--- src/bpdc_pkg.sv ---
// Shared types, register codes and reset constants for the button and display controller.
`timescale 1ns / 1ps
`default_nettype none

package bpdc_pkg;

    localparam int TIME_W      = 32;
    localparam int IDLE_W      = 8;
    localparam int MS_W        = 16;
    localparam int CFG_INDEX_W = 2;
    localparam int CFG_DATA_W  = 16;

    // Register indexes of the configuration port.
    localparam logic [CFG_INDEX_W-1:0] REG_SLEEP_TICKS   = 2'd0;
    localparam logic [CFG_INDEX_W-1:0] REG_LONG_PRESS_MS = 2'd1;
    localparam logic [CFG_INDEX_W-1:0] REG_SHORT_MAX_MS  = 2'd2;
    localparam logic [CFG_INDEX_W-1:0] REG_MIN_PRESS_MS  = 2'd3;

    // Register values after reset.
    localparam logic [IDLE_W-1:0] SLEEP_TICKS_RST   = 8'd30;
    localparam logic [MS_W-1:0]   LONG_PRESS_MS_RST = 16'd10000;
    localparam logic [MS_W-1:0]   SHORT_MAX_MS_RST  = 16'd7500;
    localparam logic [MS_W-1:0]   MIN_PRESS_MS_RST  = 16'd100;

    // Event kinds.
    localparam logic OP_TICK   = 1'b0;
    localparam logic OP_BUTTON = 1'b1;

    // Button pin levels.
    localparam logic LEVEL_PRESSED  = 1'b0;
    localparam logic LEVEL_RELEASED = 1'b1;

    // Card actions.
    localparam logic [1:0] CARD_NONE    = 2'd0;
    localparam logic [1:0] CARD_MOUNT   = 2'd1;
    localparam logic [1:0] CARD_UNMOUNT = 2'd2;

    typedef struct packed {
        logic              op;
        logic              button_level;
        logic [TIME_W-1:0] now_ms;
        logic              pairing_busy;
        logic              card_mounted;
    } evt_t;

    typedef struct packed {
        logic       refresh_display;
        logic       display_enable;
        logic       display_disable;
        logic       start_wps;
        logic [1:0] card_action;
        logic       display_on;
    } res_t;

    typedef struct packed {
        logic [IDLE_W-1:0] sleep_ticks;
        logic [MS_W-1:0]   long_press_ms;
        logic [MS_W-1:0]   short_max_ms;
        logic [MS_W-1:0]   min_press_ms;
    } cfg_t;

endpackage

`default_nettype wire

--- src/bpdc_if.sv ---
// Valid/ready channel interfaces for event beats and result beats.
`timescale 1ns / 1ps
`default_nettype none

interface bpdc_evt_if;
    logic        valid;
    logic        ready;
    logic        op;
    logic        button_level;
    logic [31:0] now_ms;
    logic        pairing_busy;
    logic        card_mounted;

    modport source (output valid, op, button_level, now_ms, pairing_busy, card_mounted,
                    input ready);
    modport sink   (input valid, op, button_level, now_ms, pairing_busy, card_mounted,
                    output ready);
endinterface

interface bpdc_res_if;
    logic       valid;
    logic       ready;
    logic       refresh_display;
    logic       display_enable;
    logic       display_disable;
    logic       start_wps;
    logic [1:0] card_action;
    logic       display_on;

    modport source (output valid, refresh_display, display_enable, display_disable,
                    start_wps, card_action, display_on, input ready);
    modport sink   (input valid, refresh_display, display_enable, display_disable,
                    start_wps, card_action, display_on, output ready);
endinterface

`default_nettype wire

--- src/bpdc_cfg_regs.sv ---
// Configuration register file with its write port.
`timescale 1ns / 1ps
`default_nettype none

module bpdc_cfg_regs
    import bpdc_pkg::*;
(
    input  wire logic                   clk,
    input  wire logic                   rst_n,
    input  wire logic                   cfg_write_en,
    input  wire logic [CFG_INDEX_W-1:0] cfg_index,
    input  wire logic [CFG_DATA_W-1:0]  cfg_data,
    output cfg_t                        cfg
);

    cfg_t cfg_reg;
    cfg_t cfg_next;

    always_comb
    begin
        cfg_next = cfg_reg;
        if (cfg_write_en)
        begin
            unique case (cfg_index)
                REG_SLEEP_TICKS:   cfg_next.sleep_ticks   = cfg_data[IDLE_W-1:0];
                REG_LONG_PRESS_MS: cfg_next.long_press_ms = cfg_data[MS_W-1:0];
                REG_SHORT_MAX_MS:  cfg_next.short_max_ms  = cfg_data[MS_W-1:0];
                REG_MIN_PRESS_MS:  cfg_next.min_press_ms  = cfg_data[MS_W-1:0];
                default:           cfg_next = cfg_reg;
            endcase
        end
    end

    always_ff @(posedge clk or negedge rst_n)
    begin
        if (!rst_n)
        begin
            cfg_reg.sleep_ticks   <= SLEEP_TICKS_RST;
            cfg_reg.long_press_ms <= LONG_PRESS_MS_RST;
            cfg_reg.short_max_ms  <= SHORT_MAX_MS_RST;
            cfg_reg.min_press_ms  <= MIN_PRESS_MS_RST;
        end
        else
        begin
            cfg_reg <= cfg_next;
        end
    end

    assign cfg = cfg_reg;

endmodule

`default_nettype wire

--- src/bpdc_step.sv ---
// Controller state and the combinational decision logic for one event.
`timescale 1ns / 1ps
`default_nettype none

module bpdc_step
    import bpdc_pkg::*;
(
    input  wire logic clk,
    input  wire logic rst_n,
    input  wire logic advance,
    input  wire evt_t evt,
    input  wire cfg_t cfg,
    output res_t      res
);

    logic [IDLE_W-1:0] idle_count_reg, idle_count_next;
    logic              display_off_reg, display_off_next;
    logic              held_reg, held_next;
    logic [TIME_W-1:0] press_start_reg, press_start_next;
    logic [TIME_W-1:0] duration;

    // Hold time, wrapping with the timestamp.
    assign duration = evt.now_ms - press_start_reg;

    always_comb
    begin
        idle_count_next  = idle_count_reg;
        display_off_next = display_off_reg;
        held_next        = held_reg;
        press_start_next = press_start_reg;
        res              = '0;

        if (evt.op == OP_TICK)
        begin
            if (idle_count_reg < cfg.sleep_ticks)
            begin
                res.refresh_display = 1'b1;
                priority if (evt.pairing_busy)
                begin
                    idle_count_next = '0;
                end
                else if (held_reg)
                begin
                    idle_count_next = '0;
                    res.start_wps   = (duration > {16'd0, cfg.long_press_ms});
                end
                else
                begin
                    idle_count_next = idle_count_reg + 1'b1;
                end
            end
            else if (!display_off_reg)
            begin
                res.display_disable = 1'b1;
                display_off_next    = 1'b1;
            end
        end
        else if (evt.button_level == LEVEL_PRESSED)
        begin
            held_next        = 1'b1;
            press_start_next = evt.now_ms;
        end
        else
        begin
            held_next = 1'b0;
            if (duration >= {16'd0, cfg.min_press_ms})
            begin
                if (!display_off_reg)
                begin
                    if ((duration != '0) && (duration < {16'd0, cfg.short_max_ms}))
                    begin
                        res.card_action = evt.card_mounted ? CARD_UNMOUNT : CARD_MOUNT;
                    end
                end
                else
                begin
                    display_off_next   = 1'b0;
                    idle_count_next    = '0;
                    res.display_enable = 1'b1;
                end
            end
        end

        res.display_on = !display_off_next;
    end

    always_ff @(posedge clk or negedge rst_n)
    begin
        if (!rst_n)
        begin
            idle_count_reg  <= '0;
            display_off_reg <= 1'b0;
            held_reg        <= 1'b0;
            press_start_reg <= '0;
        end
        else if (advance)
        begin
            idle_count_reg  <= idle_count_next;
            display_off_reg <= display_off_next;
            held_reg        <= held_next;
            press_start_reg <= press_start_next;
        end
    end

    // Once off, a tick never turns the display back on.
    assert property (@(posedge clk) disable iff (!rst_n)
        (advance && evt.op == OP_TICK && display_off_reg) |=> display_off_reg)
        else $error("tick switched the display on");

    // The idle count only steps by one or restarts from zero.
    assert property (@(posedge clk) disable iff (!rst_n)
        (advance && idle_count_next != idle_count_reg) |=>
        (idle_count_reg == '0 || idle_count_reg == $past(idle_count_reg) + 1'b1))
        else $error("idle count jumped");

    // A press records the timestamp of the beat.
    assert property (@(posedge clk) disable iff (!rst_n)
        (advance && evt.op == OP_BUTTON && evt.button_level == LEVEL_PRESSED) |=>
        (held_reg && press_start_reg == $past(evt.now_ms)))
        else $error("press not recorded");

endmodule

`default_nettype wire

--- src/button_press_display_controller.sv ---
// Top level of the button and display controller: event register, step logic, result register.
//
//  Channel  | Modport | Payload                                             | Beat
//  ---------+---------+-----------------------------------------------------+----------------
//  evt      | sink    | op, button_level, now_ms, pairing_busy, card_mounted| valid & ready
//  res      | source  | refresh_display, display_enable, display_disable,   | valid & ready
//           |         | start_wps, card_action, display_on                  |
//  cfg      | write   | cfg_write_en, cfg_index, cfg_data                   | cfg_write_en
//
//  Every event beat yields exactly one result beat, by way of the event register and then the result register.
//  Throughput is one beat per cycle while the result is taken: the step logic reads the event register and
//  the controller state and writes the result register in the same cycle.
//  Reset (rst_n low, asynchronous) clears both valid flags, the controller state
//  and loads the register defaults. A stalled result holds the result register;
//  the event register then fills and evt.ready drops until the result is taken.
`timescale 1ns / 1ps
`default_nettype none

module button_press_display_controller
    import bpdc_pkg::*;
(
    input  wire logic                   clk,
    input  wire logic                   rst_n,
    bpdc_evt_if.sink                    evt,
    bpdc_res_if.source                  res,
    input  wire logic                   cfg_write_en,
    input  wire logic [CFG_INDEX_W-1:0] cfg_index,
    input  wire logic [CFG_DATA_W-1:0]  cfg_data
);

    cfg_t cfg;

    // Event register. It only holds payload; its valid flag is control state.
    logic evt_valid_reg, evt_valid_next;
    evt_t evt_reg, evt_next;

    // Result register.
    logic res_valid_reg, res_valid_next;
    res_t res_reg, res_next;

    logic evt_take;
    logic advance;

    bpdc_cfg_regs u_cfg_regs (
        .clk          (clk),
        .rst_n        (rst_n),
        .cfg_write_en (cfg_write_en),
        .cfg_index    (cfg_index),
        .cfg_data     (cfg_data),
        .cfg          (cfg)
    );

    // The registered event moves on whenever the result register is free or being drained.
    assign advance  = evt_valid_reg && (!res_valid_reg || res.ready);
    assign evt.ready = !evt_valid_reg || advance;
    assign evt_take  = evt.valid && evt.ready;

    bpdc_step u_step (
        .clk     (clk),
        .rst_n   (rst_n),
        .advance (advance),
        .evt     (evt_reg),
        .cfg     (cfg),
        .res     (res_next)
    );

    always_comb
    begin
        evt_next.op           = evt.op;
        evt_next.button_level = evt.button_level;
        evt_next.now_ms       = evt.now_ms;
        evt_next.pairing_busy = evt.pairing_busy;
        evt_next.card_mounted = evt.card_mounted;

        evt_valid_next = evt_take || (evt_valid_reg && !advance);
        res_valid_next = advance || (res_valid_reg && !res.ready);
    end

    always_ff @(posedge clk or negedge rst_n)
    begin
        if (!rst_n)
        begin
            evt_valid_reg <= 1'b0;
            res_valid_reg <= 1'b0;
        end
        else
        begin
            evt_valid_reg <= evt_valid_next;
            res_valid_reg <= res_valid_next;
        end
    end

    always_ff @(posedge clk)
    begin
        if (evt_take)
        begin
            evt_reg <= evt_next;
        end
        if (advance)
        begin
            res_reg <= res_next;
        end
    end

    assign res.valid           = res_valid_reg;
    assign res.refresh_display = res_reg.refresh_display;
    assign res.display_enable  = res_reg.display_enable;
    assign res.display_disable = res_reg.display_disable;
    assign res.start_wps       = res_reg.start_wps;
    assign res.card_action     = res_reg.card_action;
    assign res.display_on      = res_reg.display_on;

    // Enable and disable never come in the same beat, and each agrees with display_on.
    assert property (@(posedge clk) disable iff (!rst_n)
        res_valid_reg |-> (!(res_reg.display_enable && res_reg.display_disable)
                           && (!res_reg.display_enable || res_reg.display_on)
                           && (!res_reg.display_disable || !res_reg.display_on)))
        else $error("display switch disagrees with display state");

    // Card actions only happen with the display on, and the unused code never shows.
    assert property (@(posedge clk) disable iff (!rst_n)
        (res_valid_reg && res_reg.card_action != CARD_NONE) |->
        (res_reg.display_on && (res_reg.card_action == CARD_MOUNT
                                || res_reg.card_action == CARD_UNMOUNT)))
        else $error("bad card action");

    // A WPS request only comes from a refreshing tick.
    assert property (@(posedge clk) disable iff (!rst_n)
        (res_valid_reg && res_reg.start_wps) |-> res_reg.refresh_display)
        else $error("WPS request without refresh");

    // A registered event that moves on shows up as a valid result next cycle.
    assert property (@(posedge clk) disable iff (!rst_n)
        advance |=> res_valid_reg)
        else $error("result beat lost");

endmodule

`default_nettype wire
--- src/flat_wrapper.sv ---
// flat-port wrapper written by rule: the top's interface ports become plain ports
module button_press_display_controller_flat import bpdc_pkg::*;
  (clk, rst_n, cfg_write_en, cfg_index, cfg_data, evt_valid, evt_op, evt_button_level, evt_now_ms, evt_pairing_busy, evt_card_mounted, evt_ready, res_valid, res_refresh_display, res_display_enable, res_display_disable, res_start_wps, res_card_action, res_display_on, res_ready);
  bpdc_evt_if evt_i ();
  bpdc_res_if res_i ();
  input  wire logic clk;
  input  wire logic rst_n;
  input  wire logic cfg_write_en;
  input  wire logic [CFG_INDEX_W-1:0] cfg_index;
  input  wire logic [CFG_DATA_W-1:0] cfg_data;
  input wire logic [$bits(evt_i.valid)-1:0] evt_valid;
  input wire logic [$bits(evt_i.op)-1:0] evt_op;
  input wire logic [$bits(evt_i.button_level)-1:0] evt_button_level;
  input wire logic [$bits(evt_i.now_ms)-1:0] evt_now_ms;
  input wire logic [$bits(evt_i.pairing_busy)-1:0] evt_pairing_busy;
  input wire logic [$bits(evt_i.card_mounted)-1:0] evt_card_mounted;
  output wire logic [$bits(evt_i.ready)-1:0] evt_ready;
  output wire logic [$bits(res_i.valid)-1:0] res_valid;
  output wire logic [$bits(res_i.refresh_display)-1:0] res_refresh_display;
  output wire logic [$bits(res_i.display_enable)-1:0] res_display_enable;
  output wire logic [$bits(res_i.display_disable)-1:0] res_display_disable;
  output wire logic [$bits(res_i.start_wps)-1:0] res_start_wps;
  output wire logic [$bits(res_i.card_action)-1:0] res_card_action;
  output wire logic [$bits(res_i.display_on)-1:0] res_display_on;
  input wire logic [$bits(res_i.ready)-1:0] res_ready;
  assign evt_i.valid = evt_valid;
  assign evt_i.op = evt_op;
  assign evt_i.button_level = evt_button_level;
  assign evt_i.now_ms = evt_now_ms;
  assign evt_i.pairing_busy = evt_pairing_busy;
  assign evt_i.card_mounted = evt_card_mounted;
  assign evt_ready = evt_i.ready;
  assign res_valid = res_i.valid;
  assign res_refresh_display = res_i.refresh_display;
  assign res_display_enable = res_i.display_enable;
  assign res_display_disable = res_i.display_disable;
  assign res_start_wps = res_i.start_wps;
  assign res_card_action = res_i.card_action;
  assign res_display_on = res_i.display_on;
  assign res_i.ready = res_ready;
  button_press_display_controller u_core (.clk(clk), .rst_n(rst_n), .evt(evt_i), .res(res_i), .cfg_write_en(cfg_write_en), .cfg_index(cfg_index), .cfg_data(cfg_data));
endmodule
--- config.mk ---
export PLATFORM = sky130hd
export DESIGN_NAME = button_press_display_controller_flat
export DESIGN_NICKNAME = d
export VERILOG_FILES = /design/src/bpdc_pkg.sv /design/src/bpdc_if.sv /design/src/bpdc_cfg_regs.sv /design/src/bpdc_step.sv /design/src/button_press_display_controller.sv /design/src/flat_wrapper.sv
export SDC_FILE = /design/constraint.sdc
export NUM_CORES = 1
export LEC_CHECK = 0
export ABC_AREA = 1
export BUFFER_PORTS_ARGS = -buffer_cell sky130_fd_sc_hd__buf_2
export CAP_MARGIN = 25
export CORE_ASPECT_RATIO = 0.7
export CORE_UTILIZATION = 40
export CTS_BUF_LIST = sky130_fd_sc_hd__clkbuf_8
export DETAILED_ROUTE_END_ITERATION = 6
export PLACE_DENSITY = 0.54
export SYNTH_ARGS = -nofsm -noshare
export SYNTH_HDL_FRONTEND = slang
export SYNTH_HIERARCHICAL = 1
export SYNTH_SLANG_ARGS = --single-unit
--- constraint.sdc ---
create_clock -name clk -period 5.2 [get_ports clk]
set_input_delay 1.3 -clock clk [delete_from_list [all_inputs] [get_ports clk]]
set_output_delay 1.3 -clock clk [all_outputs]
set_load 0.01 [all_outputs]
==> reports/qor.csv, run 1 <==
metric;value;unit
ant_nets;0;
synth_fp_nets;1482;
port_buffers;67;
yosysTopAreaCell;dfrtp_1;
end_kind;flop;
placedInstanceArea;10420;µm²
grt_pass1_wl;42620;µm
min_from;u_core/u_cfg_regs/cfg[50]$_DFFE_PN1P_;
worst_path_most_repeated_cell;nand2_1;
skew;0.01298;ns
status;finished, final reports clean;
ys_ff_latch;143;
seqCellArea;3817;µm²
path_class;reg -> reg;
initial_core_util;41.17;%
gp_congestion;0.9214;
layout_min_cycle_time;3.803;ns
drtPass1Iterations;5;
crit_arrival;4.16;ns
cts_tree;yes;
cts_buffers;17;
p_leak;5.949;nW
viasPerCell;4.892;
synth_top_area_share;20.57;%
num_vias;8464;
synth_cell_types;43;
track_usage;21.79;%
root_buffer;clkbuf_8;
r2r_end;u_core/u_step/idle_count_reg[5]$_DFFE_PN0P_;
dr_wl_met2;9713;µm
worst-r2r-setup-slack;1.40;ns
critPathSlowestCell;fa_1;
htreeDepth;4;
netlist_instances;1336;
antenna_found_initial;0;
worstPathCellList;inv_1, ha_1, fa_1, inv_1, nand3_1, nand3_1, nand2_1, nand2_1, nand2_1, nand2_1, xnor2_1, inv_1, ha_1, nand2_1, o21ai_0, a221oi_1, nand4_1, nand4_1, nand2_1, nand2_1;
drt_iter0_drc;655;
layout-drive-gt1-share;10.91;%
yosysWarnings;6;
drc;0;
r2r-start;u_core/evt_reg[2]$_DFFE_PP_;
fmax;0.2630;GHz
syn_area_per_cell;7.376;µm²
seq_area_frac_synth;38.74;%
core;23930;µm²
clkTransAtPathRegs;0.08;ns
fin_nets;1545;
fill_cells;2474;
setup_viol_count_final;0;
required;5.56;ns
dieArea;25280;µm²
post_cts_resized;0;
wire_per_inst;15.01;µm
wl_met1;14260;µm
final-max-slew-violation-count;0;
tightestPinTransition;0.9188;ns
cts_setup_buffers;0;
holdPathEnd;u_core/u_cfg_regs/cfg[50]$_DFFE_PN1P_;
grt_overflow;0;
power_density;401.6;nW/µm²
clock_latency;0.48;ns
clock-sinks;143;
startpoint;u_core/evt_reg[2]$_DFFE_PP_;
syn_area;9854;µm²
max_stage_delay;0.41;ns
ios;68;
hold_buffers;0;
tns;0;ns
die_h;133.3;µm
rr_worst_depth;20;
die_x;189.6;µm
std_cell_rows;47;
hold_viol;0;
grt_pass1_vias;7953;
dr_wl_met3;1724;µm
dpl.hpwl;19770;µm
largest_register_ffs;56;
ir_drop;0.1813;mV
cap_viol_max_count;0;
max_slew_margin;38.74;%
hold_depth;2;
num_antenna_cells;0;
grt_max_degree;66;
synth_area_leaders;dfrtp_1, nand2_1, edfxtp_1;
rsz0062_at_grt;false;
multi_input_area;4866;µm²
fin_crit_sh;73.13;%
postLayoutCellArea;10830;µm²
critPathLaunchType;flop;
cp_max_fo;8;
clk_path_buf_depth;2;
totalWireLength;25960;µm
syn_to_final_growth;9.865;%
top_layer_used;met4;
hold_path.class;reg -> reg;
-- cell usage after synthesis, drive strengths merged --
| master | instances |
|---|---|
| a221oi | 2 |
| nand3b | 5 |
| edfxtp | 43 |
| o211ai | 4 |
| nand3 | 67 |
| or2 | 1 |
| o221ai | 1 |
| nand2 | 448 |
| a21boi | 1 |
| inv | 254 |
| nor4 | 1 |
| xnor2 | 7 |
| nor2 | 109 |
| o21bai | 2 |
| dfstp | 19 |
| clkbuf | 6 |
| fa | 1 |
| a21oi | 77 |
| o21a | 1 |
| a32o | 1 |
| nor3 | 10 |
| nor3b | 2 |
| nand4 | 60 |
| mux2 | 1 |
| and3 | 2 |
| buf | 22 |
| ha | 86 |
| o21ai | 11 |
| dfrtp | 81 |
| xor2 | 11 |
-- metal layers --
layer,GRT usage (%),vias up
met2,28.86,234
met5,0,-
li1,-,4345
met4,5.108,0
met3,4.531,19
met1,35.11,3866
-- logic make-up (layout without fill, tap and decap cells) --
kind of cell	count (synthesis)	in the layout	share of synthesized area, %
buf+inv	282	358	11.91
fa+ha+maj	87	87	11.12
xor+xnor	18	18	1.600
flops	143	143	38.74
mux	1	1	0.1143
simple gates	705	705	31.07
compound gates	100	100	5.447
-- layout by cell type (no fill, tap or decap), types with 6 or more instances in the layout --
master	synthesis	routed
nand2_1	434	433
inv_1	251	254
nor2_1	104	104
ha_1	86	86
dfrtp_1	81	81
a21oi_1	77	77
buf_2	9	66
nand3_1	61	61
nand4_1	60	60
edfxtp_1	43	43
clkbuf_8	0	19
dfstp_2	19	19
nand2_2	13	14
xor2_1	11	11
o21ai_0	11	11
nor3_1	8	8
xnor2_1	7	7
buf_4	2	6
-- worst max-delay path: cells and delay by family, from the launching register on --
kind,cells,cell delay (ns)
buf+inv,3,0.31
flops,1,0.35
compound gates,2,0.52
xor+xnor,1,0.15
fa+ha+maj,3,0.93
simple gates,11,1.41
-- cell type report --
class                   count  share of cell area, %
clock buffers              19                  2.415
clock inverters            13                  1.341
inverters                 254                  8.899
multi-input cells         911                  44.94
flip-flops and latches    143                  35.26
well taps                 318                  3.675
repair buffers             72                  3.467
-- worst max path at each step --
stage / to / slack, ns / cells after the start
final: u_core/u_step/idle_count_reg[5]$_DFFE_PN0P_ / 1.40 / 20
after floorplan: u_core/u_step/idle_count_reg[0]$_DFFE_PN0P_ / 2.26 / 21
after detailed placement: u_core/u_step/idle_count_reg[5]$_DFFE_PN0P_ / 1.49 / 20
after CTS: u_core/u_step/idle_count_reg[5]$_DFFE_PN0P_ / 1.46 / 20
after global routing: u_core/u_step/idle_count_reg[2]$_DFFE_PN0P_ / 1.10 / 22
after global placement: u_core/u_step/idle_count_reg[6]$_DFFE_PN0P_ / 1.57 / 18
-- power breakdown --
group          switching, mW  internal (mW)  total (mW)
sequential            0.0772           1.34        1.41
clock                  0.449          0.493       0.942
combinational           1.30          0.689        1.99
-- stage by stage --
step	utilization (%)	power [mW]	instances	setup WS (ns)	hold WS [ns]
global route	45.24	4.763	1730	1.097	0.4711
CTS	45.24	4.367	1730	1.465	0.4670
finish	45.24	4.348	1730	1.397	0.4664
global placement	43.54	3.366	1698	1.568	0.4520
detailed placement	43.54	3.399	1698	1.494	0.4541
floorplan	-	2.862	1336	2.259	0.4364
No activity file was read; power rests on OpenSTA's default activity.
==> inputs of run 2 (changes only) <==
clock period = 3.8 ns   (was 5.2 ns; I/O delays follow)
==> run 2 against run 1 <==
Against the previous run:
- cell area grew 0.82%
- clock power grew 31%
- routed wire length shrank 0.20%
- sequential share of layout area shrank 0.29 points
- flip-flop and latch count is the same
- global-route usage shrank 0.26 points
- combinational power grew 41%
- first-iteration DRC count shrank 11%
- clock skew shrank 0.0020 ns
- power grew 37%
- register-to-register slack lost 1.2 ns
- utilization grew 0.37 points
==> reports/qor.csv, run 2 (synthesis gave the netlist of run 1 again) <==
metric;value;unit
status;finished, final reports clean;
placedInstanceArea;10500;µm²
layout_min_cycle_time;3.647;ns
layout-drive-gt1-share;11.74;%
timing.critical_path.buf_inv;2;
tightestPinTransition;0.9124;ns
skew;0.01101;ns
viasPerCell;4.836;
cts_buffers;17;
ant_nets;0;
final_common_cell;nand2_1;
fin_nets;1555;
core;23930;µm²
cp_max_fo;4;
initial_core_util;41.17;%
fin_crit_sh;95.98;%
r2r_end;u_core/res.card_action[1]$_DFFE_PP_;
dieArea;25280;µm²
fill_cells;2438;
place_worst_setup_slack;0.04629;ns
hold_path.class;reg -> reg;
fin_hold_ws;0.4655;ns
hold_viol;0;
rsz0062_at_grt;false;
postLayoutCellArea;10920;µm²
postLayoutCoreUtil;45.61;%
grt_pass1_wl;41790;µm
root_buffer;clkbuf_8;
num_vias;8415;
final_cells;1740;
wire_per_inst;14.89;µm
tns;0;ns
antenna_found_initial;0;
drc;0;
port_buffers;67;
r2r-start;u_core/u_step/press_start_reg[0]$_DFFE_PN0P_;
worst-r2r-setup-slack;0.15;ns
hold_depth;2;
track_usage;21.52;%
die_x;189.6;µm
htreeDepth;4;
num_antenna_cells;0;
end_kind;flop;
dpl.hpwl;19960;µm
holdPathEnd;u_core/u_cfg_regs/cfg[49]$_DFFE_PN1P_;
drt_iter0_drc;586;
clk_path_buf_depth;2;
ir_drop;0.2785;mV
cap_viol_max_count;0;
fmax;0.2742;GHz
grt_max_degree;59;
path_delay_family;simple AND/OR/NAND/NOR gates;
clkTransAtPathRegs;0.08;ns
ios;68;
die_h;133.3;µm
worst_path_most_repeated_cell;nand2_1;
final-max-slew-violation-count;0;
clock-sinks;143;
crit_arrival;3.98;ns
worstPathCellList;ha_1, fa_1, inv_1, nand2_1, nand2_1, nand3_1, nand2_2, nand2_1, nand2_1, xor2_1, buf_4, ha_1, nand2_1, nor2_1, a21oi_1, nand2_1, nor2_1, nand4_1, nor2_1;
power_density;547.0;nW/µm²
required;4.13;ns
setup_slack;0.1529;ns
max_slew_margin;39.17;%
max_stage_delay;0.42;ns
min_from;u_core/u_cfg_regs/cfg[49]$_DFFE_PN1P_;
finalPower;5.971;mW
critPathSlowestCell;fa_1;
std_cell_rows;47;
grt_overflow;0;
rr_worst_depth;19;
clock_latency;0.47;ns
p_leak;5.990;nW
dp.cells;1707;
cts_tree;yes;
largest_register_ffs;56;
grt_pass1_vias;7743;
critPathLaunchType;flop;
path_class;reg -> reg;
final_cell_mix;nand2_1, inv_1, nor2_1;
totalWireLength;25910;µm
path_depth;19;
gp_congestion;0.9385;
syn_to_final_growth;10.77;%
setup_viol_count_final;0;
drtPass1Iterations;5;
[run 2: worst max-delay path by stage]
stage                                                       from                                           to  slack, ns
floorplan           u_core/u_step/press_start_reg[0]$_DFFE_PN0P_  u_core/u_step/idle_count_reg[0]$_DFFE_PN0P_       0.86
global placement    u_core/u_step/press_start_reg[0]$_DFFE_PN0P_  u_core/u_step/idle_count_reg[2]$_DFFE_PN0P_       0.12
detailed placement  u_core/u_step/press_start_reg[0]$_DFFE_PN0P_  u_core/u_step/idle_count_reg[3]$_DFFE_PN0P_       0.05
CTS                                  u_core/evt_reg[2]$_DFFE_PP_  u_core/u_step/idle_count_reg[1]$_DFFE_PN0P_       0.01
global route                         u_core/evt_reg[2]$_DFFE_PP_  u_core/u_step/idle_count_reg[1]$_DFFE_PN0P_       0.01
finish              u_core/u_step/press_start_reg[0]$_DFFE_PN0P_          u_core/res.card_action[1]$_DFFE_PP_       0.15
[run 2: repair_timing]
action | in CTS | in global routing
endpoints found under the setup margin | 0 | 9
gates resized for setup | 0 | 3
hold buffers | 0 | 0
buffers inserted | 0 | 1
[run 2: layout make-up]
cell class                      count  area, µm²  area share (%)
Tap cell                          318      397.9           3.645
Sequential cell                   143       3817           34.97
Clock buffer                       20      275.3           2.522
Timing Repair Buffer               82      462.9           4.241
Clock inverter                     12      118.9           1.089
Inverter                          254      963.4           8.826
Multi-Input combinational cell    911       4880           44.70
[run 2: routing by layer]
layer,wire (µm),up-vias,global-route usage [%]
li1,-,4367,-
met1,14640,3840,35.25
met2,9580,198,28.16
met3,1476,10,4.189
met4,207,0,4.704
met5,0,-,0
[run 2: tightest hold or removal path, stage by stage, from the launching register on]
cell,delay (ns)
dfstp_2,0.38
nand2_1,0.05
nand2_1,0.04
[run 2: power by group]
part / leakage [nW] / switching [mW] / total (mW) / internal, mW
Combinational: 4.21 / 1.80 / 2.81 / 1.01
Sequential: 1.58 / 0.103 / 1.93 / 1.83
Clock: 0.205 / 0.605 / 1.23 / 0.626
Total: 5.99 / 2.51 / 5.97 / 3.46
